`src/sv/amt_pkg.sv`:
```
// Shared constants, types and register codes for the adaptive mean threshold unit.
package amt_pkg;

  localparam int MAX_WIDTH  = 1024;
  localparam int MAX_HEIGHT = 4096;
  localparam int MAX_WINDOW = 31;

  localparam int PIX_W  = 8;
  localparam int FW_W   = 11;
  localparam int FH_W   = 13;
  localparam int WS_W   = 5;
  localparam int OFS_W  = 9;
  localparam int DATA_W = 13;
  localparam int ROW_W  = $clog2(MAX_HEIGHT);
  localparam int COL_W  = $clog2(MAX_WIDTH);
  localparam int SLOT_W = $clog2(MAX_WINDOW);
  localparam int K_W    = $clog2(MAX_WINDOW + 1);
  localparam int KK_W   = 2 * K_W;
  localparam int CS_W   = $clog2(MAX_WINDOW * 255 + 1);
  localparam int WSUM_W = $clog2(MAX_WINDOW * MAX_WINDOW * 255 + 1);
  localparam int T_W    = PIX_W + 3;
  localparam int TP_W   = PIX_W + 1;
  localparam int PROD_W = TP_W + KK_W;
  localparam int LS_AW  = SLOT_W + COL_W;
  localparam int LS_DEPTH = MAX_WINDOW * MAX_WIDTH;
  localparam int K_TOP  = (MAX_WINDOW - 1) | 1;
  localparam int Q_DEPTH = 4;

  localparam logic [FW_W-1:0]  FW_RESET  = FW_W'(640);
  localparam logic [FH_W-1:0]  FH_RESET  = FH_W'(480);
  localparam logic [WS_W-1:0]  WS_RESET  = WS_W'(21);
  localparam logic [OFS_W-1:0] OFS_RESET = OFS_W'(10);

  typedef enum logic [1:0] {
    REG_FRAME_WIDTH  = 2'd0,
    REG_FRAME_HEIGHT = 2'd1,
    REG_WINDOW_SIZE  = 2'd2,
    REG_OFFSET       = 2'd3
  } reg_index_t;

  typedef struct packed {
    logic [PIX_W-1:0] pixel;
    logic             first_of_frame;
  } item_t;

  typedef struct packed {
    logic [ROW_W-1:0] out_row;
    logic [COL_W-1:0] out_col;
    logic             is_foreground;
  } result_t;

  // Effective configuration, after clamping
  typedef struct packed {
    logic [K_W-1:0]          k;
    logic [K_W-1:0]          half;
    logic [FW_W-1:0]         w;
    logic [FH_W-1:0]         h;
    logic [KK_W-1:0]         kk;
    logic signed [OFS_W-1:0] offset;
  } cfg_t;

  // Classified pixel handed from front to back
  typedef struct packed {
    logic [PIX_W-1:0]  pixel;
    logic [COL_W-1:0]  col;
    logic [COL_W-1:0]  col_k;
    logic              row_zero;
    logic              row_ge_k;
    logic              col_zero;
    logic              col_ge_k;
    logic              produce;
    logic [SLOT_W-1:0] slot_cur;
    logic [SLOT_W-1:0] slot_old;
    logic [SLOT_W-1:0] slot_ctr;
    logic [ROW_W-1:0]  cr;
    logic [COL_W-1:0]  cc;
  } desc_t;

endpackage

```
`src/sv/amt_cfg.sv`:
```
// Configuration registers and clamped effective settings.
module amt_cfg (
  input  logic                         clk,
  input  logic                         rst,
  input  logic                         cfg_valid,
  output logic                         cfg_ready,
  input  amt_pkg::reg_index_t          cfg_index,
  input  logic [amt_pkg::DATA_W-1:0]   cfg_data,
  output amt_pkg::cfg_t                cfg
);
  import amt_pkg::*;

  logic [FW_W-1:0]  frame_width;
  logic [FH_W-1:0]  frame_height;
  logic [WS_W-1:0]  window_size;
  logic [OFS_W-1:0] offset;
  logic [KK_W-1:0]  kk;
  logic [K_W-1:0]   k_odd;
  logic [K_W-1:0]   k_eff;

  assign cfg_ready = 1'b1;

  always_ff @(posedge clk) begin
    if (rst) begin
      frame_width  <= FW_RESET;
      frame_height <= FH_RESET;
      window_size  <= WS_RESET;
      offset       <= OFS_RESET;
    end else if (cfg_valid) begin
      case (cfg_index)
        REG_FRAME_WIDTH:  frame_width  <= cfg_data[FW_W-1:0];
        REG_FRAME_HEIGHT: frame_height <= cfg_data[FH_W-1:0];
        REG_WINDOW_SIZE:  window_size  <= cfg_data[WS_W-1:0];
        REG_OFFSET:       offset       <= cfg_data[OFS_W-1:0];
        default: ;
      endcase
    end
  end

  always_comb begin
    k_odd = K_W'(window_size) | K_W'(1);
    k_eff = k_odd;
    if (k_odd < K_W'(3))
      k_eff = K_W'(3);
    else if (k_odd > K_W'(K_TOP))
      k_eff = K_W'(K_TOP);
  end

  always_ff @(posedge clk) begin
    kk <= KK_W'(k_eff) * KK_W'(k_eff);
  end

  always_comb begin
    cfg.k      = k_eff;
    cfg.half   = k_eff >> 1;
    cfg.kk     = kk;
    cfg.offset = $signed(offset);
    if (frame_width == '0)
      cfg.w = FW_W'(1);
    else if (frame_width > FW_W'(MAX_WIDTH))
      cfg.w = FW_W'(MAX_WIDTH);
    else
      cfg.w = frame_width;
    if (frame_height == '0)
      cfg.h = FH_W'(1);
    else if (frame_height > FH_W'(MAX_HEIGHT))
      cfg.h = FH_W'(MAX_HEIGHT);
    else
      cfg.h = frame_height;
  end

endmodule

```
`config.mk`:
```
export PLATFORM = sky130hd
export DESIGN_NAME = amt_cfg
export DESIGN_NICKNAME = d
export VERILOG_FILES = /design/src/sv/amt_pkg.sv /design/src/sv/amt_cfg.sv
export SDC_FILE = /design/constraint.sdc
export NUM_CORES = 1
export LEC_CHECK = 0
export BUFFER_PORTS_ARGS = -buffer_cell sky130_fd_sc_hd__buf_2
export CAP_MARGIN = 5
export CORE_UTILIZATION = 30
export DETAILED_ROUTE_END_ITERATION = 10
export GPL_ROUTABILITY_DRIVEN = 0
export SLEW_MARGIN = 20
export SYNTH_ARGS = -nofsm -noshare
export SYNTH_HDL_FRONTEND = slang
export SYNTH_SLANG_ARGS = --single-unit
export TNS_END_PERCENT = 50
```
`constraint.sdc`:
```
create_clock -name clk -period 8.74 [get_ports clk]
set_input_delay 0.437 -clock clk [delete_from_list [all_inputs] [get_ports clk]]
set_output_delay 0.437 -clock clk [all_outputs]
set_load 0.05 [all_outputs]
```
==> key figures <==
Pwr
  – Static Leak: 1.29 nW
  – PD cells: 186 mW/mm^2
  – Worst IR Drop VDD: around 80 uV

Clock network
  – Post-CTS Setup Bufs: 0
  – Clk Latency, worst-skew pair: ~0.29 ns
  – Total CTS buffers: 5
  – Clock slew seen by the registers of the worst setup and hold paths: 0.08 ns
  – Post-cts sizing count: 0
  – CTS tree: built
  – Hold-fix buffers, CTS: 0
  – H-Tree Depth: 2
  – Clk buf depth: 2
  – Root Buffer: clkbuf_8
  – Num Clock Sinks: 44

GRT
  – Initial antenna violation count: 0
  – Global-route wire length before repair: 8.47 mm
  – Largest net degree at the start of global routing: 38
  – Overflow after GRT: 0
  – Vias in the first global route: 1748
  – Total GRT Usage: 14.0%

Timing
  – Slew margin rel.: approximately half
  – Endpoints failing setup: 0
  – Final period util: about 41%
  – Final Skew: about 0.0029 ns
  – Final Max Slew Viols: 0
  – Tmin final: 3.61 ns
  – Worst-Margin Slew: 0.756 ns
  – Sum of negative setup slack: 0 ns
  – Fin. Hold Viols: 0
  – PnR worst setup slack: a little over 5 ns
  – Fmax: 0.277 GHz
  – RSZ-0062 raised after global routing: no

Placed design
  – Dpl cells: 431
  – Port bufs: 65
  – Worst slack, placed: between 5 and 6 ns
  – HPWL Detailed: 4.02 mm

Critical path
  – Crit Path Max Fanout: 13
  – Crit-path leading delay family: adder cells
  – WP data required: 8.95 ns
  – CP Cell Sequence: nand2_1 > inv_1 > fa_1 > inv_1 > fa_1 > fa_1 > inv_1 > ha_1 > nand3_1 > or3_4 > and3_1 > nor3_1
  – Slowest-stage cell, CP: dfxtp_1
  – CP endpoint kind: flip-flop
  – WP buf/inv: 3
  – Worst Setup Path Type: reg -> reg
  – Critical Path AT: 3.83 ns
  – Crit-path max cell delay: between 0.6 and 0.7 ns
  – Startpoint types: flip-flop

Logic synthesis
  – Number of synthesized flops with an enable pin: 0
  – Post-synthesis cell area: 0.00229 mm^2
  – Ys flop type: dfxtp_1
  – Ys async rst share: 0%
  – Register area share after synthesis: 38.4%
  – Post-synthesis register bit count: 44
  – Post-synthesis cell count: approximately 300
  – Mean Syn Cell Area: 7.80 um^2
  – Yosys Warn Count: 0
  – Synth cell types: 36

Floorplanning
  – Die Wd: 89.4 um
  – Chip Height: 89.4 um
  – I/O pins: 72
  – Core Rows: 31
  – Core ar.: 0.00733 mm^2
  – Die ar.: 0.00799 mm^2
  – Starting density of the core: 31.3%

Routing
  – Detailed Route WL: roughly 5.5 mm
  – TritonRoute pass-1 iters: 5
  – Via count: roughly 2000
  – WL/cell: 12.5 um
  – DR DRC count: 0
  – Number of DRC markers in iteration 0: 79
  – Detail Route Antenna Nets: 0
  – Via/cell ratio: 4.53

Finish
  – Non-Filler Instances: 439
  – Multi-input gate area: 0.00122 mm^2
  – Ratio of cells with drive above 1 in the final layout: 22.9%
  – N_diodes: 0
  – Sequential cell area: 881 um^2
  – Layout net count: 372
  – # fillers: just under 800
  – P&R area growth vs syn: 18.1%

Worst hold path
  – Hold Path Class: in -> reg

Job
  – Max-cap viol count: 0

Outcome
  – Outcome: complete, no violations
==> where the power goes <==
group / leakage (nW) / internal [mW] / switching (mW)
Clock: 0.0552 / 0.0848 / 0.0675
Combinational: 0.876 / 0.0343 / 0.0943
Sequential: 0.360 / 0.214 / 0.00801
Total: 1.29 / 0.333 / 0.170
==> kinds of logic (layout without fill, tap and decap cells) <==
kind of cell             Yosys count  count (layout)  synth area share (%)
adder cells (fa/ha/maj)           15              15                  9.17
multiplexers                       2               2                 0.873
flip-flops                        44              44                  38.4
AND/OR/NAND/NOR                  138             138                  28.9
XOR/XNOR                           6               6                  2.62
buffers and inverters             43              85                  9.01
AO/OA/AOI/OAI                     44              44                  10.6
other                              2               6                 0.328
==> cell usage in the layout, fill, tap and decap left out, types with 2 or more instances in the layout <==
master,Yosys,final
mux2i_1,2,2
conb_1,2,6
nor4_1,3,3
nand2_1,74,74
nor2b_1,18,18
and2_1,6,6
a21o_1,3,3
and3_1,2,2
clkbuf_8,0,5
a21oi_1,30,30
nand3b_1,9,9
fa_1,3,3
dfxtp_1,44,44
or2_2,2,2
a31oi_1,4,4
nor3_1,6,6
xnor2_1,3,3
inv_1,11,11
ha_1,12,12
buf_2,0,65
o21ai_0,3,3
nand3_1,3,3
nor2_1,10,10
xor2_1,2,2
==> final timing paths <==
| kind | start | end | slack (ns) | cells after the start |
|---|---|---|---|---|
| setup / recovery | window_size[3] | kk[8] | 5.13 | 12 |
| hold / removal | cfg_data[9] | frame_width[9] | 0.37 | 3 |
| setup reg to reg | window_size[3] | kk[8] | 5.13 | 12 |
| hold reg to reg | offset[7] | offset[7] | 0.46 | 2 |
==> cells in the mapped netlist, types with 3 or more instances <==
cell type / number / share of area, %
dfxtp_1: 44 / 38
a21o_1: 3 / 0.98
a21oi_1: 30 / 6.6
fa_1: 3 / 2.6
inv_1: 11 / 1.8
o21ai_0: 3 / 0.65
xnor2_1: 3 / 1.1
nor2_1: 10 / 1.6
nand2_1: 74 / 12
nand3b_1: 9 / 2.9
nor4_1: 3 / 0.82
and2_1: 6 / 1.6
nand3_1: 3 / 0.65
nor3_1: 6 / 1.3
a31oi_1: 4 / 1.1
buf_4: 10 / 3.3
ha_1: 12 / 6.6
nor2b_1: 18 / 4.9
clkbuf_1: 20 / 3.3
==> flip-flops by register name (all words and copies together), names as in the netlist <==
name,flops
frame_height,13
frame_width,11
offset,9
kk,7
window_size,4
==> metrics by stage <==
| stage | hold WS [ns] | utilization, % | total power [mW] | cell area [um^2] |
|---|---|---|---|---|
| finish | 0.375 | 36.9 | 0.502 | 2710 |
| global route | 0.363 | 36.9 | 0.532 | 2710 |
| global placement | 0.441 | 35.4 | 0.353 | 2600 |
| floorplan | 0.436 | - | 0.329 | 2310 |
| detailed placement | 0.446 | 35.4 | 0.356 | 2600 |
| CTS | 0.368 | 36.9 | 0.509 | 2710 |
==> per-layer routing <==
layer | GRT usage (%) | wire (um) | part of all wire (%)
met5 | 0 | 0 | 0
met1 | 19.1 | 2480 | 45
met3 | 2.95 | 326 | 5.9
met2 | 22.0 | 2650 | 48
met4 | 4.62 | 38 | 0.69
==> worst reg2reg max path, cell delays in order, from the launching register on <==
cell and delay (ns):
dfxtp_1 0.62, nand2_1 0.18, inv_1 0.10, fa_1 0.40
inv_1 0.08, fa_1 0.44, fa_1 0.52, inv_1 0.04
ha_1 0.36, nand3_1 0.10, or3_4 0.36, and3_1 0.17
nor3_1 0.17
==> final cells by class <==
| class | instances | area share, % |
|---|---|---|
| Clock inverter | 2 | 1.29 |
| Sequential cell | 44 | 32.5 |
| Tap cell | 99 | 4.58 |
| Inverter | 11 | 1.53 |
| Multi-Input combinational cell | 211 | 45.1 |
| Timing Repair Buffer | 66 | 12.3 |
| Clock buffer | 6 | 2.68 |
Power figures use the tool's default switching activity.
