### src/sv/amt_pkg.sv
// Shared constants, types and register codes for the adaptive mean threshold unit.
package amt_pkg;

  localparam int MAX_WIDTH  = 1024;
  localparam int MAX_HEIGHT = 4096;
  localparam int MAX_WINDOW = 31;

  localparam int PIX_W  = 8;
  localparam int FW_W   = 11;
  localparam int FH_W   = 13;
  localparam int WS_W   = 5;
  localparam int OFS_W  = 9;
  localparam int DATA_W = 13;
  localparam int ROW_W  = $clog2(MAX_HEIGHT);
  localparam int COL_W  = $clog2(MAX_WIDTH);
  localparam int SLOT_W = $clog2(MAX_WINDOW);
  localparam int K_W    = $clog2(MAX_WINDOW + 1);
  localparam int KK_W   = 2 * K_W;
  localparam int CS_W   = $clog2(MAX_WINDOW * 255 + 1);
  localparam int WSUM_W = $clog2(MAX_WINDOW * MAX_WINDOW * 255 + 1);
  localparam int T_W    = PIX_W + 3;
  localparam int TP_W   = PIX_W + 1;
  localparam int PROD_W = TP_W + KK_W;
  localparam int LS_AW  = SLOT_W + COL_W;
  localparam int LS_DEPTH = MAX_WINDOW * MAX_WIDTH;
  localparam int K_TOP  = (MAX_WINDOW - 1) | 1;
  localparam int Q_DEPTH = 4;

  localparam logic [FW_W-1:0]  FW_RESET  = FW_W'(640);
  localparam logic [FH_W-1:0]  FH_RESET  = FH_W'(480);
  localparam logic [WS_W-1:0]  WS_RESET  = WS_W'(21);
  localparam logic [OFS_W-1:0] OFS_RESET = OFS_W'(10);

  typedef enum logic [1:0] {
    REG_FRAME_WIDTH  = 2'd0,
    REG_FRAME_HEIGHT = 2'd1,
    REG_WINDOW_SIZE  = 2'd2,
    REG_OFFSET       = 2'd3
  } reg_index_t;

  typedef struct packed {
    logic [PIX_W-1:0] pixel;
    logic             first_of_frame;
  } item_t;

  typedef struct packed {
    logic [ROW_W-1:0] out_row;
    logic [COL_W-1:0] out_col;
    logic             is_foreground;
  } result_t;

  // Effective configuration, after clamping
  typedef struct packed {
    logic [K_W-1:0]          k;
    logic [K_W-1:0]          half;
    logic [FW_W-1:0]         w;
    logic [FH_W-1:0]         h;
    logic [KK_W-1:0]         kk;
    logic signed [OFS_W-1:0] offset;
  } cfg_t;

  // Classified pixel handed from front to back
  typedef struct packed {
    logic [PIX_W-1:0]  pixel;
    logic [COL_W-1:0]  col;
    logic [COL_W-1:0]  col_k;
    logic              row_zero;
    logic              row_ge_k;
    logic              col_zero;
    logic              col_ge_k;
    logic              produce;
    logic [SLOT_W-1:0] slot_cur;
    logic [SLOT_W-1:0] slot_old;
    logic [SLOT_W-1:0] slot_ctr;
    logic [ROW_W-1:0]  cr;
    logic [COL_W-1:0]  cc;
  } desc_t;

endpackage

### src/sv/amt_front.sv
// Front end: raster position tracking and per-pixel classification.
module amt_front (
  input  logic            clk,
  input  logic            rst,
  input  amt_pkg::cfg_t   cfg,
  input  logic            push,
  input  amt_pkg::item_t  item,
  input  logic            q_full,
  output logic            q_push,
  output amt_pkg::desc_t  desc
);
  import amt_pkg::*;

  logic [ROW_W-1:0]  row_count;
  logic [COL_W-1:0]  col_count;
  logic [SLOT_W-1:0] slot_count;
  logic [ROW_W-1:0]  row;
  logic [COL_W-1:0]  col;
  logic [SLOT_W-1:0] slot;
  logic [COL_W:0]    col_inc;
  logic [ROW_W:0]    row_inc;
  logic [SLOT_W:0]   slot_old_x;
  logic [SLOT_W:0]   slot_ctr_x;

  assign q_push = push && !q_full;

  always_comb begin
    row  = item.first_of_frame ? '0 : row_count;
    col  = item.first_of_frame ? '0 : col_count;
    slot = item.first_of_frame ? '0 : slot_count;

    col_inc = (COL_W+1)'(col) + (COL_W+1)'(1);
    row_inc = (ROW_W+1)'(row) + (ROW_W+1)'(1);

    // slot of an earlier row, modulo the ring of stored rows
    slot_old_x = (SLOT_W+1)'(slot) - (SLOT_W+1)'(cfg.k);
    if ((SLOT_W+1)'(slot) < (SLOT_W+1)'(cfg.k))
      slot_old_x = slot_old_x + (SLOT_W+1)'(MAX_WINDOW);
    slot_ctr_x = (SLOT_W+1)'(slot) - (SLOT_W+1)'(cfg.half);
    if ((SLOT_W+1)'(slot) < (SLOT_W+1)'(cfg.half))
      slot_ctr_x = slot_ctr_x + (SLOT_W+1)'(MAX_WINDOW);

    desc.pixel    = item.pixel;
    desc.col      = col;
    desc.col_k    = col - COL_W'(cfg.k);
    desc.row_zero = (row == '0);
    desc.row_ge_k = (row >= ROW_W'(cfg.k));
    desc.col_zero = (col == '0);
    desc.col_ge_k = (col >= COL_W'(cfg.k));
    desc.produce  = (row_inc >= (ROW_W+1)'(cfg.k)) && (col_inc >= (COL_W+1)'(cfg.k));
    desc.slot_cur = slot;
    desc.slot_old = slot_old_x[SLOT_W-1:0];
    desc.slot_ctr = slot_ctr_x[SLOT_W-1:0];
    desc.cr       = row - ROW_W'(cfg.half);
    desc.cc       = col - COL_W'(cfg.half);
  end

  always_ff @(posedge clk) begin
    if (rst) begin
      row_count  <= '0;
      col_count  <= '0;
      slot_count <= '0;
    end else if (q_push) begin
      if (col_inc >= (COL_W+1)'(cfg.w)) begin
        col_count <= '0;
        if (row_inc >= (ROW_W+1)'(cfg.h)) begin
          row_count  <= '0;
          slot_count <= '0;
        end else begin
          row_count  <= row_inc[ROW_W-1:0];
          slot_count <= (slot == SLOT_W'(MAX_WINDOW - 1)) ? '0 : slot + SLOT_W'(1);
        end
      end else begin
        row_count  <= row;
        col_count  <= col_inc[COL_W-1:0];
        slot_count <= slot;
      end
    end
  end

endmodule

### config.mk
export PLATFORM = sky130hd
export DESIGN_NAME = amt_front
export DESIGN_NICKNAME = d
export VERILOG_FILES = /design/src/sv/amt_pkg.sv /design/src/sv/amt_front.sv
export SDC_FILE = /design/constraint.sdc
export NUM_CORES = 1
export LEC_CHECK = 0
export ABC_AREA = 1
export BUFFER_PORTS_ARGS = -buffer_cell sky130_fd_sc_hd__buf_2
export CAP_MARGIN = 15
export CORE_ASPECT_RATIO = 1.4
export CORE_MARGIN = 2
export CORE_UTILIZATION = 40
export DETAILED_ROUTE_END_ITERATION = 7
export MAX_ROUTING_LAYER = met4
export SLEW_MARGIN = 10
export SYNTH_ARGS = -nofsm -noshare
export SYNTH_HDL_FRONTEND = slang
export SYNTH_SLANG_ARGS = --single-unit
### constraint.sdc
create_clock -name clk -period 9.35 [get_ports clk]
set_input_delay 1.87 -clock clk [delete_from_list [all_inputs] [get_ports clk]]
set_output_delay 1.87 -clock clk [all_outputs]
set_load 0.005 [all_outputs]
==> results_dict.tcl, run 1 <==
set metrics [dict create \
    vdd_drop_max_uv 84.5 \
    final_cells 904 \
    crit_fanout 20 \
    port_buffers 101 \
    place_inst 900 \
    grt_start_max_net_pins 29 \
    end_kind "output pin" \
    ys_seq_area_frac 0.120 \
    path_cells "buf_2, inv_8, nand2_1, inv_1, ha_1, or2_2, nand2_1, inv_1, ha_1, o21a_1, o21a_1, o21ai_0, nand3_1, nor3_1, a21oi_1, buf_2" \
    min_period_ns 6.74 \
    fmax_mhz 148 \
    drc 0 \
    drive_gt1_frac 0.211 \
    viasPerCell 5.13 \
    worstMarginPinSlew_ns 0.945 \
    grt_pass1_vias 4480 \
    ff2ff_path_depth 19 \
    gr-max-usage-layer "met2" \
    required_ns 7.48 \
    die_area_um2 12200 \
    nets 904 \
    wire_per_inst_um 14.3 \
    syn-cell-area_um2 4520 \
    slew_viol_final 0 \
    cp.arrival_ns 4.87 \
    critPathKind "primary input to output pin" \
    synth_edf_count 0 \
    hold_path_class "register to register" \
    synth_area_per_cell_um2 6.66 \
    ys_warn_count 0 \
    n_antenna_cell 0 \
    cp_num_buf_inv 5 \
    root_buffer "clkbuf_16" \
    postSynth.asyncResetShare 0 \
    clockBufferDepth 2 \
    start_kind "primary input" \
    place_hpwl_um 10300 \
    wirelength_um 12900 \
    critPathTopFamily "simple AND/OR/NAND/NOR gates" \
    drtIter0Drc 209 \
    clk_transition_reported_paths_ns 0.07 \
    status "completed" \
    antenna_found_initial 0 \
    postRouteAntennaNets 0 \
    placed_area_um2 5040 \
    syn-num-nets 819 \
    fp.coreArea_um2 10900 \
    syn_inst 679 \
    cts_resized 0 \
    grt_pass1_wl_um 20700 \
    row_count 45 \
    finalSetupViolCount 0 \
    power.leakage_nw 2.72 \
    ys_types 41 \
    postCtsSetupBuffers 0 \
    use_met3 0.0156 \
    clk_latency_ns 0.27 \
    met1_usage 0.234 \
    vias 4639 \
    hold-worst-slack_ns 0.476 \
    power.total_mw 0.388 \
    hold_buffers 0 \
    dp_slack_ns 2.68 \
    ys_ff_latch 27 \
    io_pins 137 \
    hold_viol 0 \
    powerDensity_nw_per_um2 75.8 \
    hold_depth 2 \
    final_core_util 0.468 \
    cp_slowest_stage_delay_ns 0.36 \
    relSlewSlack 0.370 \
    rsz0062_at_grt "false" \
    dieWidth_um 93.8 \
    gp_congestion 0.857 \
    synthToLayoutAreaGrowth_pct 13.2 \
    grt_usage 0.215 \
    worst-path-stages 16 \
    slowest_stage "nor3_1" \
    grt_remaining_overflow 0 \
    setup_tns_ns 0 \
    firstDrtPassIters 4 \
    cts_made_buffers 3 \
    setup_ws_ns 2.61 \
    drv_cap 0 \
    ys.flop_type "dfxtp_1" \
    cts_num_sinks 27 \
    die_h_um 130 \
    cts_max_level 1 \
    initial_utilization 0.414 \
    grtUsageMet2 0.421 \
    period_share 0.721 \
    stdcell_area_um2 5120 \
    cts_tree "built" \
    fin_skew_ns 0.00319 \
]
## worst min-delay path, delay by kind of cell (launching register included)
family           cells  cell delay [ns]
AO/OA/AOI/OAI        1             0.06
AND/OR/NAND/NOR      1             0.06
flip-flops           1             0.31
## cells in the mapped netlist, types with 2 or more instances
master / count / area [µm²]
nand2_1: 107 / 402
nand4_1: 8 / 50.1
inv_1: 112 / 420
buf_8: 2 / 30.0
fa_1: 5 / 100
inv_2: 8 / 30.0
a21boi_0: 3 / 22.5
nand2_2: 7 / 43.8
nor4_1: 4 / 25.0
clkbuf_1: 8 / 30.0
o21ai_0: 39 / 195
nor2_4: 2 / 22.5
buf_6: 3 / 33.8
a21oi_2: 10 / 87.6
xnor2_1: 10 / 87.6
nand2_4: 2 / 22.5
o21a_1: 6 / 45.0
ha_1: 69 / 863
xor2_1: 35 / 307
a211oi_1: 3 / 22.5
nand3_1: 37 / 185
a21oi_1: 58 / 290
dfxtp_1: 27 / 541
nor3_1: 7 / 35.0
nor2_1: 66 / 248
buf_4: 8 / 60.1
nor2_2: 5 / 31.3
nand3_2: 15 / 150
## per-layer routing
layer,up-vias,wire length [µm]
met4,0,201
met3,19,582
li1,2364,-
met1,2141,5110
met5,-,0
met2,115,6990
## registers in the layout, summed over array words and instances (netlist names)
name	flops
slot_count	5
col_count	10
row_count	12
## cells by family (layout without fill, tap and decap cells)
logic type                 count (synthesis)  in the layout  share of synthesized area
AOI/OAI and AO/OA                        123            123                      0.154
xor gates and xnor gates                  46             46                     0.0908
adders and majority gates                 74             74                      0.213
buffers and inverters                    144            228                      0.141
DFF                                       27             27                      0.120
and+or+nand+nor                          265            265                      0.281
## cells in the final DEF, fill, tap and decap left out, types with 2 or more instances in the layout
master,synthesis,routed
xnor2_1,10,10
dfxtp_1,27,27
fa_1,5,5
nand2_1,107,107
o21a_1,6,6
nand2_2,7,7
nor2_4,2,2
inv_2,8,8
xor2_1,35,35
nand2_4,2,2
nor2_2,5,5
nand3_1,37,37
o21ai_0,39,39
a211oi_1,3,3
nand3_2,15,15
clkbuf_16,0,3
a21oi_1,58,58
buf_2,0,101
nand4_1,8,8
nor3_1,7,7
inv_1,112,112
nor2_1,66,66
a21boi_0,3,3
nor4_1,4,4
a21oi_2,10,10
ha_1,69,69
## power breakdown
group / internal [mW] / switching, mW
Combinational: 0.0658 / 0.0940
Sequential: 0.120 / 0.00495
Clock: 0.0580 / 0.0455
Total: 0.243 / 0.144
## final timing paths
path	slack [ns]	endpoint	from
worst max-delay path	2.61	desc[37]	item[0]
worst min-delay path	0.48	col_count[4]	col_count[4]
worst max register to register	5.38	row_count[7]	col_count[1]
worst min register to register	0.48	col_count[4]	col_count[4]
## area by class of cell
cell class                      count  area [µm²]
Timing Repair Buffer              102         513
Sequential cell                    27         541
Multi-Input combinational cell    508        3340
Tap cell                          141         176
Fill cell                        1189        5810
Clock inverter                      1        5.00
Inverter                          122         465
Clock buffer                        3        75.1
No activity file was read; power rests on OpenSTA's default activity.
==> inputs of run 2 (changes only) <==
Settings changed: PLACE_DENSITY set to 0.67.
Clock period 9.35 ns to 5.8 ns, I/O delays scaled along.
==> run 2 against run 1 <==
- worst setup slack worse by 1.9 ns
- critical endpoint unchanged
- sequential cell count unchanged
- clock skew about the same
- critical path depth unchanged
- via count down 2.7%
- register-to-register slack worse by 3.5 ns
==> results_dict.tcl, run 2 (same netlist as run 1, synthesis figures left out) <==
set metrics [dict create \
    grt_usage 0.211 \
    hold_buffers 0 \
    min_period_ns 5.09 \
    rsz0062_at_grt "false" \
    period_share 0.878 \
    path_cells "buf_2, inv_8, nand2_1, inv_1, ha_1, or2_2, nand2_1, inv_1, ha_1, o21a_1, o21a_1, o21ai_0, nand3_1, nor3_1, a21oi_1, buf_2" \
    ff2ff_setup_slack_ns 1.91 \
    grt_start_max_net_pins 29 \
    hold_path_class "register to register" \
    drive_gt1_frac 0.214 \
    clockBufferDepth 2 \
    dieWidth_um 93.8 \
    timing.rr.end "col_count[4]" \
    nets 907 \
    die_h_um 130 \
    crit_end "desc[37]" \
    port_buffers 101 \
    worstMarginPinSlew_ns 1.11 \
    place_hpwl_um 10100 \
    pwr-share-seq 0.324 \
    wire_per_inst_um 13.8 \
    fillers 1177 \
    start_kind "primary input" \
    status "completed" \
    switching_share 0.367 \
    cts_made_buffers 3 \
    vdd_drop_max_uv 96.0 \
    antenna_found_initial 0 \
    grt_remaining_overflow 0 \
    hold_viol 0 \
    cts_num_sinks 27 \
    drc 0 \
    switching_power_mw 0.228 \
    gp_congestion 0.902 \
    postCtsSetupBuffers 0 \
    postRouteAntennaNets 0 \
    critPathKind "primary input to output pin" \
    relSlewSlack 0.260 \
    io_pins 137 \
    final_common_cell "inv_1" \
    vias 4515 \
    grt_pass1_vias 4216 \
    ff2ff_path_depth 18 \
    n_antenna_cell 0 \
    final_cell_mix "inv_1, nand2_1, buf_2" \
    timing.rr.start "col_count[1]" \
    crit_fanout 20 \
    grt_pass1_wl_um 20200 \
    fp.coreArea_um2 10900 \
    worstSetupStartpoint "item[0]" \
    clkPwrFrac 0.264 \
    row_count 45 \
    slowest_stage "or2_2" \
    cts_tree "built" \
    initial_utilization 0.414 \
    viasPerCell 4.98 \
    cts_resized 0 \
    drv_cap 0 \
    synthToLayoutAreaGrowth_pct 13.7 \
    fin_skew_ns 0.00295 \
    top_register "row_count" \
    finalSetupViolCount 0 \
    firstDrtPassIters 4 \
    die_area_um2 12200 \
    powerDensity_nw_per_um2 121 \
    setup_tns_ns 0 \
    clk_transition_reported_paths_ns 0.07 \
    required_ns 4.64 \
    power.leakage_nw 2.74 \
    wirelength_um 12500 \
    root_buffer "clkbuf_16" \
    p_int_mw 0.393 \
    cp_slowest_stage_delay_ns 0.31 \
    slew_viol_final 0 \
    final_core_util 0.470 \
    clk_latency_ns 0.27 \
    largest_reg_flops 12 \
    cts_max_level 1 \
    comb_power_share 0.412 \
    drtIter0Drc 201 \
    reg_top3 "row_count: 12 flops, col_count: 10 flops, slot_count: 5 flops" \
    cp.arrival_ns 3.93 \
    end_kind "output pin" \
    fmax_mhz 196 \
]
run 2: cell types whose count changed in the layout (fill, tap and decap cells not counted), sizes merged:
cell and change:
buf +3
run 2: per-layer routing:
layer / wire length, µm / global-route usage / vias up
met5: 0 / - / -
met4: 359 / 0.0622 / 0
met3: 692 / 0.0214 / 21
met2: 6500 / 0.394 / 124
met1: 4980 / 0.235 / 2001
li1: - / - / 2369
run 2: worst max-delay path, delay by kind of cell:
kind | cells | cell delay [ns]
simple gates | 5 | 0.97
compound gates | 4 | 0.52
buf+inv | 5 | 0.73
fa+ha+maj | 2 | 0.53
run 2: power groups by stage:
stage / Sequential, mW / Clock (mW) / Combinational (mW)
after floorplan: 0.203 / 0 / 0.169
after global placement: 0.205 / 0 / 0.255
after detailed placement: 0.205 / 0 / 0.257
after CTS: 0.201 / 0.164 / 0.258
after global routing: 0.202 / 0.171 / 0.292
final: 0.201 / 0.164 / 0.256
run 2: layout make-up:
cell class | instances | area, µm² | share of cell area
clock buffers | 3 | 75.1 | 0.0146
clock inverters | 1 | 5.00 | 0.000974
inverters | 122 | 465 | 0.0906
multi-input cells | 508 | 3340 | 0.650
flip-flops and latches | 27 | 541 | 0.105
well taps | 141 | 176 | 0.0343
repair buffers | 105 | 536 | 0.104
run 2: how the worst min path moves through the flow:
stage,start,end,depth (start not counted)
global route,col_count[1],col_count[1],2
floorplan,col_count[1],col_count[1],2
CTS,col_count[1],col_count[1],2
detailed placement,col_count[1],col_count[1],2
global placement,col_count[4],col_count[4],2
finish,col_count[1],col_count[1],2
run 2: metrics by stage:
stage,std cells,instance area [µm²],setup slack [ns],hold slack [ns],power (mW)
floorplan,679,4520,1.31,0.445,0.372
global placement,903,5060,0.659,0.457,0.460
detailed placement,903,5060,0.658,0.469,0.462
CTS,907,5140,0.640,0.479,0.623
global route,907,5140,0.474,0.505,0.665
finish,907,5140,0.707,0.475,0.620
==> inputs of run 3 (changes only) <==
Settings changed: REMOVE_ABC_BUFFERS set to 1.
==> run 3 against run 2 <==
- final cell count up 0.22%
- final area up 0.27%
- sequential share of layout area about the same
- clock power about the same
- critical path type unchanged
- largest power group unchanged
==> results_dict.tcl, run 3 (same netlist as run 1, synthesis figures left out) <==
set metrics [dict create \
    crit_end "desc[37]" \
    gp_congestion 0.905 \
    initial_utilization 0.414 \
    io_pins 137 \
    worstMarginPinSlew_ns 0.942 \
    slowest_stage "or2_2" \
    slew_viol_final 0 \
    largest_reg_flops 12 \
    wire_per_inst_um 14.0 \
    cts_tree "built" \
    reg_top3 "row_count: 12 flops, col_count: 10 flops, slot_count: 5 flops" \
    end_kind "output pin" \
    postCtsSetupBuffers 0 \
    worst-path-stages 16 \
    die_area_um2 12200 \
    critPathTopFamily "simple AND/OR/NAND/NOR gates" \
    fmax_mhz 205 \
    period_share 0.843 \
    fp.coreArea_um2 10900 \
    n_antenna_cell 0 \
    start_kind "primary input" \
    fillers 1192 \
    worstSetupStartpoint "item[0]" \
    cp_num_buf_inv 5 \
    final_common_cell "inv_1" \
    root_buffer "clkbuf_16" \
    min_period_ns 4.89 \
    drv_cap 0 \
    dp_slack_ns 0.865 \
    grt_remaining_overflow 0 \
    clk_transition_reported_paths_ns 0.07 \
    required_ns 4.64 \
    relSlewSlack 0.372 \
    setup_tns_ns 0 \
    drive_gt1_frac 0.215 \
    drtIter0Drc 176 \
    ff2ff_path_depth 19 \
    place_inst 905 \
    final_cells 909 \
    cts_resized 0 \
    dieWidth_um 93.8 \
    grt_usage 0.214 \
    grt_pass1_wl_um 20200 \
    rsz0062_at_grt "false" \
    drc 0 \
    hold_buffers 0 \
    fin_skew_ns 0.00326 \
    clk_latency_ns 0.27 \
    power.total_mw 0.620 \
    nets 909 \
    powerDensity_nw_per_um2 120 \
    hold_path_class "register to register" \
    power.leakage_nw 2.75 \
    wirelength_um 12700 \
    top_register "row_count" \
    cts_max_level 1 \
    hold_viol 0 \
    path_cells "buf_2, inv_8, nand2_1, inv_1, ha_1, or2_2, nand2_1, inv_1, ha_1, o21a_1, o21a_1, o21ai_0, nand3_1, nor3_1, a21oi_1, buf_2" \
    clockBufferDepth 2 \
    vias 4576 \
    place_hpwl_um 10100 \
    postRouteAntennaNets 0 \
    cp.arrival_ns 3.73 \
    synthToLayoutAreaGrowth_pct 14.0 \
    antenna_found_initial 0 \
    critPathKind "primary input to output pin" \
    final_cell_mix "inv_1, nand2_1, buf_2" \
    setup_ws_ns 0.911 \
    grt_start_max_net_pins 29 \
    die_h_um 130 \
    viasPerCell 5.03 \
    port_buffers 101 \
    grt_pass1_vias 4268 \
    firstDrtPassIters 4 \
    finalSetupViolCount 0 \
    vdd_drop_max_uv 75.8 \
    ff2ff_setup_slack_ns 2.09 \
    status "completed" \
    cp_slowest_stage_delay_ns 0.31 \
    timing.rr.end "row_count[7]" \
    crit_fanout 20 \
    row_count 45 \
    cts_made_buffers 3 \
    timing.rr.start "col_count[0]" \
    cts_num_sinks 27 \
]
==> run 3: metrics by stage <==
stage | hold WS (ns) | instance area, µm² | util
after floorplan | 0.439 | 4350 | -
after global placement | 0.455 | 5070 | 0.464
after detailed placement | 0.459 | 5070 | 0.464
after CTS | 0.470 | 5150 | 0.472
after global routing | 0.491 | 5150 | 0.472
final | 0.468 | 5150 | 0.472
==> run 3: worst min path at each step <==
stage | from | endpoint | cells after the start
after floorplan | col_count[1] | col_count[1] | 2
after global routing | col_count[1] | col_count[1] | 2
after CTS | col_count[1] | col_count[1] | 2
after global placement | col_count[4] | col_count[4] | 2
final | col_count[1] | col_count[1] | 2
after detailed placement | col_count[1] | col_count[1] | 2
==> run 3: final cells by class <==
| cell class | count | area (µm²) | share of cell area |
|---|---|---|---|
| multi-input combinational | 508 | 3340 | 0.648 |
| sequential | 27 | 541 | 0.105 |
| inverter | 122 | 465 | 0.0903 |
| clock buffer | 4 | 78.8 | 0.0153 |
| timing repair buffer | 107 | 551 | 0.107 |
| tap | 141 | 176 | 0.0342 |
==> run 3: routing by layer <==
metal | vias to the layer above | GRT usage | part of all wire
met2 | 135 | 0.408 | 0.52
li1 | 2374 | - | -
met1 | 2054 | 0.238 | 0.41
met4 | 0 | 0.0486 | 0.014
met5 | - | - | 0
met3 | 13 | 0.0208 | 0.050
==> run 3: where the power goes <==
| part | switching [mW] | total (mW) | internal (mW) |
|---|---|---|---|
| registers | 0.00829 | 0.201 | 0.193 |
| clock network | 0.0699 | 0.164 | 0.0944 |
| logic | 0.148 | 0.255 | 0.107 |
==> run 3: worst min-delay path, stage by stage, from the launching register on <==
cell and delay [ns]:
dfxtp_1 0.31, nand2_1 0.06, a21oi_1 0.05
