==> src/sv/amt_pkg.sv <==
// Shared constants, types and register codes for the adaptive mean threshold unit.
package amt_pkg;

  localparam int MAX_WIDTH  = 1024;
  localparam int MAX_HEIGHT = 4096;
  localparam int MAX_WINDOW = 31;

  localparam int PIX_W  = 8;
  localparam int FW_W   = 11;
  localparam int FH_W   = 13;
  localparam int WS_W   = 5;
  localparam int OFS_W  = 9;
  localparam int DATA_W = 13;
  localparam int ROW_W  = $clog2(MAX_HEIGHT);
  localparam int COL_W  = $clog2(MAX_WIDTH);
  localparam int SLOT_W = $clog2(MAX_WINDOW);
  localparam int K_W    = $clog2(MAX_WINDOW + 1);
  localparam int KK_W   = 2 * K_W;
  localparam int CS_W   = $clog2(MAX_WINDOW * 255 + 1);
  localparam int WSUM_W = $clog2(MAX_WINDOW * MAX_WINDOW * 255 + 1);
  localparam int T_W    = PIX_W + 3;
  localparam int TP_W   = PIX_W + 1;
  localparam int PROD_W = TP_W + KK_W;
  localparam int LS_AW  = SLOT_W + COL_W;
  localparam int LS_DEPTH = MAX_WINDOW * MAX_WIDTH;
  localparam int K_TOP  = (MAX_WINDOW - 1) | 1;
  localparam int Q_DEPTH = 4;

  localparam logic [FW_W-1:0]  FW_RESET  = FW_W'(640);
  localparam logic [FH_W-1:0]  FH_RESET  = FH_W'(480);
  localparam logic [WS_W-1:0]  WS_RESET  = WS_W'(21);
  localparam logic [OFS_W-1:0] OFS_RESET = OFS_W'(10);

  typedef enum logic [1:0] {
    REG_FRAME_WIDTH  = 2'd0,
    REG_FRAME_HEIGHT = 2'd1,
    REG_WINDOW_SIZE  = 2'd2,
    REG_OFFSET       = 2'd3
  } reg_index_t;

  typedef struct packed {
    logic [PIX_W-1:0] pixel;
    logic             first_of_frame;
  } item_t;

  typedef struct packed {
    logic [ROW_W-1:0] out_row;
    logic [COL_W-1:0] out_col;
    logic             is_foreground;
  } result_t;

  // Effective configuration, after clamping
  typedef struct packed {
    logic [K_W-1:0]          k;
    logic [K_W-1:0]          half;
    logic [FW_W-1:0]         w;
    logic [FH_W-1:0]         h;
    logic [KK_W-1:0]         kk;
    logic signed [OFS_W-1:0] offset;
  } cfg_t;

  // Classified pixel handed from front to back
  typedef struct packed {
    logic [PIX_W-1:0]  pixel;
    logic [COL_W-1:0]  col;
    logic [COL_W-1:0]  col_k;
    logic              row_zero;
    logic              row_ge_k;
    logic              col_zero;
    logic              col_ge_k;
    logic              produce;
    logic [SLOT_W-1:0] slot_cur;
    logic [SLOT_W-1:0] slot_old;
    logic [SLOT_W-1:0] slot_ctr;
    logic [ROW_W-1:0]  cr;
    logic [COL_W-1:0]  cc;
  } desc_t;

endpackage

==> src/sv/amt_queue.sv <==
// Short descriptor queue between front and back.
module amt_queue (
  input  logic            clk,
  input  logic            rst,
  input  logic            push,
  output logic            full,
  input  amt_pkg::desc_t  wr,
  input  logic            pop,
  output logic            empty,
  output amt_pkg::desc_t  rd
);
  import amt_pkg::*;

  localparam int PTR_W = $clog2(Q_DEPTH);
  localparam int CNT_W = $clog2(Q_DEPTH + 1);

  desc_t             entries [Q_DEPTH];
  logic [PTR_W-1:0]  wr_ptr;
  logic [PTR_W-1:0]  rd_ptr;
  logic [CNT_W-1:0]  count;
  logic              do_push;
  logic              do_pop;

  assign full    = (count == CNT_W'(Q_DEPTH));
  assign empty   = (count == '0);
  assign do_push = push && !full;
  assign do_pop  = pop && !empty;
  assign rd      = entries[rd_ptr];

  always_ff @(posedge clk) begin
    if (do_push)
      entries[wr_ptr] <= wr;
  end

  always_ff @(posedge clk) begin
    if (rst) begin
      wr_ptr <= '0;
      rd_ptr <= '0;
      count  <= '0;
    end else begin
      if (do_push)
        wr_ptr <= (wr_ptr == PTR_W'(Q_DEPTH - 1)) ? '0 : wr_ptr + PTR_W'(1);
      if (do_pop)
        rd_ptr <= (rd_ptr == PTR_W'(Q_DEPTH - 1)) ? '0 : rd_ptr + PTR_W'(1);
      if (do_push && !do_pop)
        count <= count + CNT_W'(1);
      else if (do_pop && !do_push)
        count <= count - CNT_W'(1);
    end
  end

endmodule

==> config.mk <==
export PLATFORM = sky130hd
export DESIGN_NAME = amt_queue
export DESIGN_NICKNAME = d
export VERILOG_FILES = /design/src/sv/amt_pkg.sv /design/src/sv/amt_queue.sv
export SDC_FILE = /design/constraint.sdc
export NUM_CORES = 1
export LEC_CHECK = 0
export BUFFER_PORTS_ARGS = -buffer_cell sky130_fd_sc_hd__clkbuf_2
export CAP_MARGIN = 10
export CORE_AREA = 2 2 135 163
export CTS_CLUSTER_SIZE = 24
export DETAILED_ROUTE_END_ITERATION = 16
export DIE_AREA = 0 0 137 165
export PLACE_DENSITY = 0.74
export RECOVER_POWER = 25
export SETUP_SLACK_MARGIN = 0.3
export SYNTH_ARGS = -nofsm -noshare
export SYNTH_HDL_FRONTEND = slang
export SYNTH_SLANG_ARGS = --single-unit
==> constraint.sdc <==
create_clock -name clk -period 2.26 [get_ports clk]
set_input_delay 0.339 -clock clk [delete_from_list [all_inputs] [get_ports clk]]
set_output_delay 0.339 -clock clk [all_outputs]
set_load 0.02 [all_outputs]
==> results of run 1 <==
[cell type report]
| class | count | area, um2 |
|---|---|---|
| Sequential cell | 289 | 8607 |
| Fill cell | 1440 | 7597 |
| Multi-Input combinational cell | 108 | 1952 |
| Timing Repair Buffer | 174 | 1569 |
| Clock buffer | 35 | 705.7 |
| Tap cell | 270 | 337.8 |
| Clock inverter | 14 | 95.09 |
| Inverter | 5 | 31.28 |
| Antenna cell | 2 | 5.005 |
[sequential cells by signal, summed over array words and instances, names as in the netlist, named ones only]
name / count
entries: 280
count: 3
wr_ptr: 2
rd_ptr: 2
[power breakdown]
group          leakage (nW)  total (W)  switching, W  internal (W)
Combinational          1.37    0.00456       0.00221       0.00235
Clock                 0.394    0.00412       0.00180       0.00231
Sequential             2.64    0.00668      0.000185       0.00650
[logic make-up after synthesis]
family / after synthesis / synth area share
mux: 72 / 0.1510
buf+inv: 23 / 0.01278
compound gates: 7 / 0.004730
flops: 289 / 0.8120
fa+ha+maj: 7 / 0.008991
simple gates: 16 / 0.008874
xor+xnor: 2 / 0.001657
[final timing paths]
check	slack, ns	end	cells after the start
setup / recovery	-0.04	rd[38]	4
hold / removal	0.04	entries[3][18]	1
setup reg to reg	0.25	count[2]	8
hold reg to reg	0.51	register	2
[what timing repair did]
item	CTS	global route
setup buffers	8	4
gates cloned	8	6
resized for setup	21	190
pin swaps	6	2
endpoints found under the hold margin	5	0
setup endpoints to repair	353	73
hold buffers	3	0
[cell usage in the layout, fill, tap and decap left out, types with 2 or more instances in the layout]
cell type                         n
sky130_fd_sc_hd__and3_4           8
sky130_fd_sc_hd__clkinv_1         6
sky130_fd_sc_hd__buf_4            9
sky130_fd_sc_hd__buf_8            3
sky130_fd_sc_hd__a21oi_1          2
sky130_fd_sc_hd__nor2_1           3
sky130_fd_sc_hd__inv_6            2
sky130_fd_sc_hd__buf_6           58
sky130_fd_sc_hd__xor2_1           2
sky130_fd_sc_hd__dfxtp_4          5
sky130_fd_sc_hd__diode_2          2
sky130_fd_sc_hd__mux2i_1          2
sky130_fd_sc_hd__clkbuf_1        48
sky130_fd_sc_hd__nand3_1          2
sky130_fd_sc_hd__edfxtp_1       280
sky130_fd_sc_hd__buf_12           4
sky130_fd_sc_hd__dfxtp_1          4
sky130_fd_sc_hd__buf_16           6
sky130_fd_sc_hd__dlygate4sd3_1    3
sky130_fd_sc_hd__buf_2           10
sky130_fd_sc_hd__clkbuf_16       33
sky130_fd_sc_hd__clkbuf_2        34
sky130_fd_sc_hd__inv_1            3
sky130_fd_sc_hd__mux4_2          70
sky130_fd_sc_hd__clkinv_2         5
sky130_fd_sc_hd__ha_1             5
sky130_fd_sc_hd__nor3_1           2
[layer usage]
layer	share of wire	wire length, um	vias up
li1	-	-	2183
met1	0.38	8074	2644
met2	0.54	11290	151
met3	0.056	1180	37
met4	0.024	506	0
met5	0	0	-
[worst max-delay path: stages (launching register included)]
cell                        delay [ns]
sky130_fd_sc_hd__dfxtp_4          0.39
sky130_fd_sc_hd__clkbuf_16        0.18
sky130_fd_sc_hd__clkbuf_16        0.16
sky130_fd_sc_hd__mux4_2           0.54
sky130_fd_sc_hd__buf_6            0.16
[through the flow]
stage	cell area (um2)	power [W]	hold WS, ns	std cells
after detailed placement	11660	0.01011	0.4787	817
after CTS	12800	0.01466	0.0004791	885
final	13300	0.01536	0.03874	897
after floorplan	10610	0.009041	0.4379	416
after global routing	13300	0.01595	0.03657	895
after global placement	11660	0.01003	0.4652	817
==> report_table.html, run 1 <==
<table>
<tr><th>Metric</th><th>Value</th></tr>
<tr><th colspan="2">Floorplan</th></tr>
<tr><td>Effective utilization at floorplan</td><td>0.5060</td></tr>
<tr><td>Floorplan die area</td><td>0.02261 mm2</td></tr>
<tr><td>Horizontal extent of the die</td><td>137 um</td></tr>
<tr><td>Floorplan Core Area</td><td>0.02090 mm2</td></tr>
<tr><td>Placement row count</td><td>58</td></tr>
<tr><td>Number of placed I/O pins</td><td>146</td></tr>
<tr><td>Height of the chip</td><td>165 um</td></tr>
<tr><th colspan="2">Synth</th></tr>
<tr><td>Count of distinct cell types in the synthesized netlist</td><td>26</td></tr>
<tr><td>Cell area after synthesis</td><td>0.01058 mm2</td></tr>
<tr><td>Avg Synthesized Cell Area</td><td>25.42 um2</td></tr>
<tr><td>Warning count from the yosys run</td><td>0</td></tr>
<tr><td>Proportion of synthesized chip area in sequential cells</td><td>0.8120</td></tr>
<tr><td>Total of flip-flops plus latches after synthesis</td><td>289</td></tr>
<tr><td>Share of async-settable or async-resettable flops after synthesis</td><td>0</td></tr>
<tr><td>Leading cell type by number of instances after synthesis</td><td>sky130_fd_sc_hd__edfxtp_1</td></tr>
<tr><td>Fraction of post-synthesis cell area in the top cell type by area</td><td>0.7950</td></tr>
<tr><td>Largest area contributor in the synthesized netlist</td><td>sky130_fd_sc_hd__edfxtp_1</td></tr>
<tr><td>Number of instances in the synthesized netlist</td><td>416</td></tr>
<tr><td>Post-synth EDFFs</td><td>280</td></tr>
<tr><td>Top post-synthesis cells by count</td><td>sky130_fd_sc_hd__edfxtp_1 (280), sky130_fd_sc_hd__mux4_2 (70), sky130_fd_sc_hd__dfxtp_1 (9)</td></tr>
<tr><td>Top post-synthesis cells by area</td><td>sky130_fd_sc_hd__edfxtp_1 (79%), sky130_fd_sc_hd__mux4_2 (15%), sky130_fd_sc_hd__dfxtp_1 (1.7%)</td></tr>
<tr><td>Total nets after synthesis</td><td>497</td></tr>
<tr><td>Most used flip-flop cell after synthesis</td><td>sky130_fd_sc_hd__edfxtp_1</td></tr>
<tr><th colspan="2">Global route</th></tr>
<tr><td>Largest net degree at the start of global routing</td><td>36</td></tr>
<tr><td>Met1 capacity usage during global routing</td><td>0.2344</td></tr>
<tr><td>Number of global-route vias before repair</td><td>5261</td></tr>
<tr><td>Highest-utilization routing layer at the global route stage</td><td>met2</td></tr>
<tr><td>First-pass GRT wire length</td><td>30.07 mm</td></tr>
<tr><td>Sum of overflow across all layers after global routing</td><td>0</td></tr>
<tr><td>Initial antenna violation count</td><td>2</td></tr>
<tr><td>Met2 usage in global routing</td><td>0.3128</td></tr>
<tr><td>Global-route track usage on met3</td><td>0.03407</td></tr>
<tr><td>Total GRT Usage</td><td>0.1816</td></tr>
<tr><th colspan="2">STA</th></tr>
<tr><td>Tightest slew margin relative to the limit</td><td>0.5958</td></tr>
<tr><td>Final critical-path share of the clock period</td><td>1.017</td></tr>
<tr><td>Setup repair after global routing missed its margin</td><td>true</td></tr>
<tr><td>Clock Skews</td><td>0.02560 ns</td></tr>
<tr><td>Setup violations, final</td><td>19</td></tr>
<tr><td>Max Clock Freq</td><td>435.1 MHz</td></tr>
<tr><td>Fin. max-slew vios</td><td>0</td></tr>
<tr><td>Setup_tns</td><td>-0.1594 ns</td></tr>
<tr><td>Clock period minus final worst setup slack</td><td>2.298 ns</td></tr>
<tr><td>Worst-case setup margin in the final layout</td><td>-0.03850 ns</td></tr>
<tr><td>Worst slew pin tran</td><td>0.6064 ns</td></tr>
<tr><td>Number of failing hold endpoints at the final stage</td><td>0</td></tr>
<tr><th colspan="2">Clock network</th></tr>
<tr><td>TritonCTS clock tree</td><td>done</td></tr>
<tr><td>Num Clock Sinks</td><td>289</td></tr>
<tr><td>Total CTS buffers</td><td>27</td></tr>
<tr><td>CTS H-tree depth</td><td>1</td></tr>
<tr><td>Root buffer cell</td><td>sky130_fd_sc_hd__clkbuf_16</td></tr>
<tr><td>CTS clock-pin slew for the worst setup and hold paths</td><td>0.06 ns</td></tr>
<tr><td>Max Buffers Root-to-Sink</td><td>3</td></tr>
<tr><td>Skew-Pair Late Insertion Delay</td><td>0.53 ns</td></tr>
<tr><th colspan="2">Pwr</th></tr>
<tr><td>Lkg Pwr</td><td>4.406 nW</td></tr>
<tr><td>Largest voltage drop on the vdd net</td><td>832.6 uV</td></tr>
<tr><td>Pwr/cell area</td><td>1155 mW/mm2</td></tr>
<tr><th colspan="2">Route</th></tr>
<tr><td>Number of remaining DRC errors</td><td>0</td></tr>
<tr><td>Count of nets left with antenna violations after detail routing</td><td>0</td></tr>
<tr><td>WL final</td><td>21.05 mm</td></tr>
<tr><td>Detailed-router iteration count before antenna repair</td><td>4</td></tr>
<tr><td>Detailed-route wire length per cell</td><td>23.47 um</td></tr>
<tr><td>Drt first-iter violations</td><td>336</td></tr>
<tr><td>Via count</td><td>5015</td></tr>
<tr><td>Number of vias per cell after detailed routing</td><td>5.591</td></tr>
<tr><th colspan="2">Finish</th></tr>
<tr><td>Number of nets in the layout</td><td>686</td></tr>
<tr><td>Area Overhead vs Synth</td><td>25.78%</td></tr>
<tr><td>Post-Route Utilization</td><td>0.6365</td></tr>
<tr><td>Share of layout cells above drive strength 1</td><td>0.4144</td></tr>
<tr><th colspan="2">Place</th></tr>
<tr><td>Placer congestion estimate</td><td>0.6775</td></tr>
<tr><td>IO buf count</td><td>145</td></tr>
<tr><td>Pre-CTS worst setup slack</td><td>0.005388 ns</td></tr>
<tr><td>Dpl hpwl</td><td>10.89 mm</td></tr>
<tr><th colspan="2">Worst hold path</th></tr>
<tr><td>Start point of the worst hold path</td><td>wr[18]</td></tr>
<tr><td>Class of the worst hold path</td><td>primary input to register</td></tr>
<tr><th colspan="2">Worst setup path</th></tr>
<tr><td>Reg2Reg Launch Point</td><td>count[2]</td></tr>
<tr><td>Startpoint type of the worst setup path</td><td>register</td></tr>
<tr><td>Top fanout value on the critical path</td><td>5</td></tr>
<tr><td>Required time at the endpoint of the critical path</td><td>1.92 ns</td></tr>
<tr><td>Critical path class</td><td>register to output port</td></tr>
<tr><td>Endpoint type of the worst setup path</td><td>output port</td></tr>
<tr><td>WP data arrival</td><td>1.96 ns</td></tr>
<tr><th colspan="2">Flow run</th></tr>
<tr><td>Max-capacitance violation count</td><td>0</td></tr>
<tr><th colspan="2">Status</th></tr>
<tr><td>Status</td><td>finished, violations left</td></tr>
<tr><td>Violated checks</td><td>negative setup slack</td></tr>
</table>
No activity file was read; power rests on OpenSTA's default activity.
==> run 2, diff against run 1 <==
- REMOVE_ABC_BUFFERS: not set -> 1
==> run 2 against run 1 <==
- the run still ends with negative setup slack left
- via count is 1.1% lower
- first-iteration DRC count shrank 15%
- setup slack improved by 0.026 ns
- clock power grew 19%
- global-route usage down 0.22 points
- die area unchanged
- sequential cell count unchanged
- register-to-register slack got worse by 0.05 ns
- combinational power up 6.8%
- clock skew down 0.017 ns
- critical path type unchanged
- critical endpoint is now rd[24]
- largest power group unchanged
- highest routed layer unchanged
==> report_table.html, run 2 (synthesized netlist as in run 1, its figures left out) <==
<table>
<tr><th>Metric</th><th>Value</th></tr>
<tr><th colspan="2">Place</th></tr>
<tr><td>Placer congestion estimate</td><td>0.7498 (was 0.6775)</td></tr>
<tr><td>Placed inst area</td><td>0.01186 mm2 (was 0.01166 mm2)</td></tr>
<tr><td>IO buf count</td><td>145 (unchanged)</td></tr>
<tr><td>Dpl hpwl</td><td>11.84 mm (was 10.89 mm)</td></tr>
<tr><td>Pre-CTS worst setup slack</td><td>-0.08766 ns (was 0.005388 ns)</td></tr>
<tr><th colspan="2">STA</th></tr>
<tr><td>Setup violations, final</td><td>6 (was 19)</td></tr>
<tr><td>Clock period minus final worst setup slack</td><td>2.273 ns (was 2.298 ns)</td></tr>
<tr><td>Final critical-path share of the clock period</td><td>1.006 (was 1.017)</td></tr>
<tr><td>Clock Skews</td><td>0.008343 ns (was 0.02560 ns)</td></tr>
<tr><td>Fin. max-slew vios</td><td>0 (unchanged)</td></tr>
<tr><td>Worst-case setup margin in the final layout</td><td>-0.01250 ns (was -0.03850 ns)</td></tr>
<tr><td>Worst slew pin tran</td><td>0.3241 ns (was 0.6064 ns)</td></tr>
<tr><td>Tightest slew margin relative to the limit</td><td>0.7839 (was 0.5958)</td></tr>
<tr><td>Number of failing hold endpoints at the final stage</td><td>0 (unchanged)</td></tr>
<tr><td>Setup repair after global routing missed its margin</td><td>true (unchanged)</td></tr>
<tr><td>Max Clock Freq</td><td>440.0 MHz (was 435.1 MHz)</td></tr>
<tr><th colspan="2">Finish</th></tr>
<tr><td>Top register by number of flip-flops</td><td>entries (unchanged)</td></tr>
<tr><td>Post-Layout Inst Area</td><td>0.01375 mm2 (was 0.01330 mm2)</td></tr>
<tr><td>Number of nets in the layout</td><td>695 (was 686)</td></tr>
<tr><td>Top Registers</td><td>entries x280, count x3 (unchanged)</td></tr>
<tr><td>Area Overhead vs Synth</td><td>29.97% (was 25.78%)</td></tr>
<tr><td>Most common library cell in the layout ignoring fill and taps</td><td>sky130_fd_sc_hd__edfxtp_1 (unchanged)</td></tr>
<tr><td>Flip-flop count of the largest register after layout</td><td>280 (unchanged)</td></tr>
<tr><td>Ant. Diodes</td><td>0 (was 2)</td></tr>
<tr><td>Share of layout cells above drive strength 1</td><td>0.4392 (was 0.4144)</td></tr>
<tr><td>Most used cells in the layout excluding fill and tap cells</td><td>sky130_fd_sc_hd__edfxtp_1 (280), sky130_fd_sc_hd__mux4_2 (70), sky130_fd_sc_hd__buf_6 (44), sky130_fd_sc_hd__clkbuf_1 (43) (was sky130_fd_sc_hd__edfxtp_1 (280), sky130_fd_sc_hd__mux4_2 (70), sky130_fd_sc_hd__buf_6 (58), sky130_fd_sc_hd__clkbuf_1 (48), sky130_fd_sc_hd__clkbuf_2 (34))</td></tr>
<tr><th colspan="2">Global route</th></tr>
<tr><td>Largest net degree at the start of global routing</td><td>39 (was 36)</td></tr>
<tr><td>First-pass GRT wire length</td><td>30.22 mm (was 30.07 mm)</td></tr>
<tr><td>Total GRT Usage</td><td>0.1794 (was 0.1816)</td></tr>
<tr><td>Sum of overflow across all layers after global routing</td><td>0 (unchanged)</td></tr>
<tr><td>Number of global-route vias before repair</td><td>5433 (was 5261)</td></tr>
<tr><td>Initial antenna violation count</td><td>0 (was 2)</td></tr>
<tr><th colspan="2">Route</th></tr>
<tr><td>Number of vias per cell after detailed routing</td><td>5.491 (was 5.591)</td></tr>
<tr><td>Number of remaining DRC errors</td><td>0 (unchanged)</td></tr>
<tr><td>Drt first-iter violations</td><td>284 (was 336)</td></tr>
<tr><td>Detailed-route wire length per cell</td><td>22.55 um (was 23.47 um)</td></tr>
<tr><td>Count of nets left with antenna violations after detail routing</td><td>0 (unchanged)</td></tr>
<tr><td>Max layer used</td><td>met4 (unchanged)</td></tr>
<tr><td>Met3 routed WL</td><td>1.053 mm (was 1.180 mm)</td></tr>
<tr><td>Metal1 wirelength</td><td>7.886 mm (was 8.074 mm)</td></tr>
<tr><td>WL final</td><td>20.36 mm (was 21.05 mm)</td></tr>
<tr><td>Via count</td><td>4958 (was 5015)</td></tr>
<tr><td>Detailed-router iteration count before antenna repair</td><td>4 (unchanged)</td></tr>
<tr><td>DR WL met2</td><td>10.98 mm (was 11.29 mm)</td></tr>
<tr><th colspan="2">Floorplan</th></tr>
<tr><td>Horizontal extent of the die</td><td>137 um (unchanged)</td></tr>
<tr><td>Placement row count</td><td>58 (unchanged)</td></tr>
<tr><td>Floorplan die area</td><td>0.02261 mm2 (unchanged)</td></tr>
<tr><td>Effective utilization at floorplan</td><td>0.5060 (unchanged)</td></tr>
<tr><td>Number of placed I/O pins</td><td>146 (unchanged)</td></tr>
<tr><td>Floorplan Core Area</td><td>0.02090 mm2 (unchanged)</td></tr>
<tr><td>Height of the chip</td><td>165 um (unchanged)</td></tr>
<tr><th colspan="2">Worst setup path</th></tr>
<tr><td>Worst Reg2Reg Path Length in Cells</td><td>9 (was 8)</td></tr>
<tr><td>Slowest CP cell</td><td>sky130_fd_sc_hd__mux4_2 (unchanged)</td></tr>
<tr><td>Endpoint type of the worst setup path</td><td>output port (unchanged)</td></tr>
<tr><td>Top fanout value on the critical path</td><td>7 (was 5)</td></tr>
<tr><td>Critical Path Max Stage Delay</td><td>0.52 ns (was 0.54 ns)</td></tr>
<tr><td>Register-to-register path setup slack</td><td>0.20 ns (was 0.25 ns)</td></tr>
<tr><td>Reg2Reg Launch Point</td><td>count[2] (unchanged)</td></tr>
<tr><td>Worst r2r dst</td><td>count[2] (unchanged)</td></tr>
<tr><td>Startpoint type of the worst setup path</td><td>register (unchanged)</td></tr>
<tr><td>Required time at the endpoint of the critical path</td><td>1.92 ns (about the same)</td></tr>
<tr><td>WP data arrival</td><td>1.93 ns (was 1.96 ns)</td></tr>
<tr><td>Critical path class</td><td>register to output port (unchanged)</td></tr>
<tr><td>Cell Chain, Critical Path</td><td>buf_12 -&gt; clkbuf_16 -&gt; mux4_2 -&gt; buf_8 (was clkbuf_16 -&gt; clkbuf_16 -&gt; mux4_2 -&gt; buf_6)</td></tr>
<tr><th colspan="2">Clock network</th></tr>
<tr><td>Total CTS buffers</td><td>28 (was 27)</td></tr>
<tr><td>Skew-Pair Late Insertion Delay</td><td>0.52 ns (was 0.53 ns)</td></tr>
<tr><td>Max Buffers Root-to-Sink</td><td>3 (unchanged)</td></tr>
<tr><td>TritonCTS clock tree</td><td>done (unchanged)</td></tr>
<tr><td>CTS clock-pin slew for the worst setup and hold paths</td><td>0.06 ns (about the same)</td></tr>
<tr><td>Root buffer cell</td><td>sky130_fd_sc_hd__clkbuf_16 (unchanged)</td></tr>
<tr><td>CTS H-tree depth</td><td>1 (unchanged)</td></tr>
<tr><td>Num Clock Sinks</td><td>289 (unchanged)</td></tr>
<tr><th colspan="2">Status</th></tr>
<tr><td>Status</td><td>finished, violations left (unchanged)</td></tr>
<tr><td>Violated checks</td><td>negative setup slack (unchanged)</td></tr>
<tr><th colspan="2">Worst hold path</th></tr>
<tr><td>Class of the worst hold path</td><td>primary input to register (unchanged)</td></tr>
<tr><td>Depth of the worst hold-timing path</td><td>1 (unchanged)</td></tr>
<tr><td>End of the worst hold path</td><td>entries[2][28] (was entries[3][18])</td></tr>
<tr><td>Start point of the worst hold path</td><td>wr[28] (was wr[18])</td></tr>
<tr><th colspan="2">Pwr</th></tr>
<tr><td>Pwr/cell area</td><td>1194 mW/mm2 (was 1155 mW/mm2)</td></tr>
<tr><td>Largest voltage drop on the vdd net</td><td>772.1 uV (was 832.6 uV)</td></tr>
<tr><td>Lkg Pwr</td><td>4.611 nW (was 4.406 nW)</td></tr>
<tr><td>Total power consumption of the routed design</td><td>0.01642 W (was 0.01536 W)</td></tr>
<tr><th colspan="2">Flow run</th></tr>
<tr><td>Max-capacitance violation count</td><td>0 (unchanged)</td></tr>
</table>
==> run 2: per-stage QoR <==
stage / utilization / TNS [ns] / hold slack [ns] / cells
2_1_floorplan: - / -124.08 / 0.4081 / 398
3_3_place_gp: 0.5673 / 0 / 0.4764 / 832
3_5_place_dp: 0.5673 / -0.08766 / 0.4907 / 832
4_1_cts: 0.6404 / -0.3933 / 0.008864 / 897
5_1_grt: 0.6577 / -2.838 / 0.03128 / 903
6_report: 0.6577 / -0.02634 / 0.04315 / 903
==> run 2: worst max-delay path, delay by kind of cell (launching register included) <==
kind	cells	cell delay, ns
mux	1	0.52
buf+inv	3	0.49
flops	1	0.38
==> run 2: how the worst max path moves through the flow <==
stage,to,cells after the start,startpoint
2_1_floorplan,rd[0],1,register
3_3_place_gp,count[2],9,count[1]
3_5_place_dp,count[2],9,count[1]
4_1_cts,rd[37],4,register
5_1_grt,rd[24],4,register
6_report,rd[24],4,register
==> run 2: power breakdown <==
group          internal, W  total, W  leakage (nW)  switching (W)
clock network      0.00306   0.00489         0.485        0.00183
logic              0.00262   0.00487          1.48        0.00225
registers          0.00649   0.00666          2.64       0.000172
==> run 2: area by class of cell <==
| type | instances | area (um2) |
|---|---|---|
| timing repair buffer | 186 | 1868 |
| inverter | 5 | 23.77 |
| fill | 1346 | 7154 |
| clock inverter | 13 | 195.2 |
| sequential | 289 | 8605 |
| tap | 270 | 337.8 |
| clock buffer | 36 | 802.0 |
| multi-input combinational | 104 | 1914 |
==> run 2: timing repair <==
| action | CTS | global route |
|---|---|---|
| pin swaps | 5 | 3 |
| cloned | 1 | 3 |
| setup buffers | 15 | 3 |
| endpoints found under the setup margin | 73 | 72 |
| hold buffers | 0 | 0 |
| gates resized for setup | 88 | 155 |
==> run 2: routing by layer <==
metal | vias up | track usage
met1 | 2600 | 0.2179
met5 | - | 0
met3 | 36 | 0.03867
li1 | 2183 | -
met4 | 0 | 0.04967
met2 | 139 | 0.3234
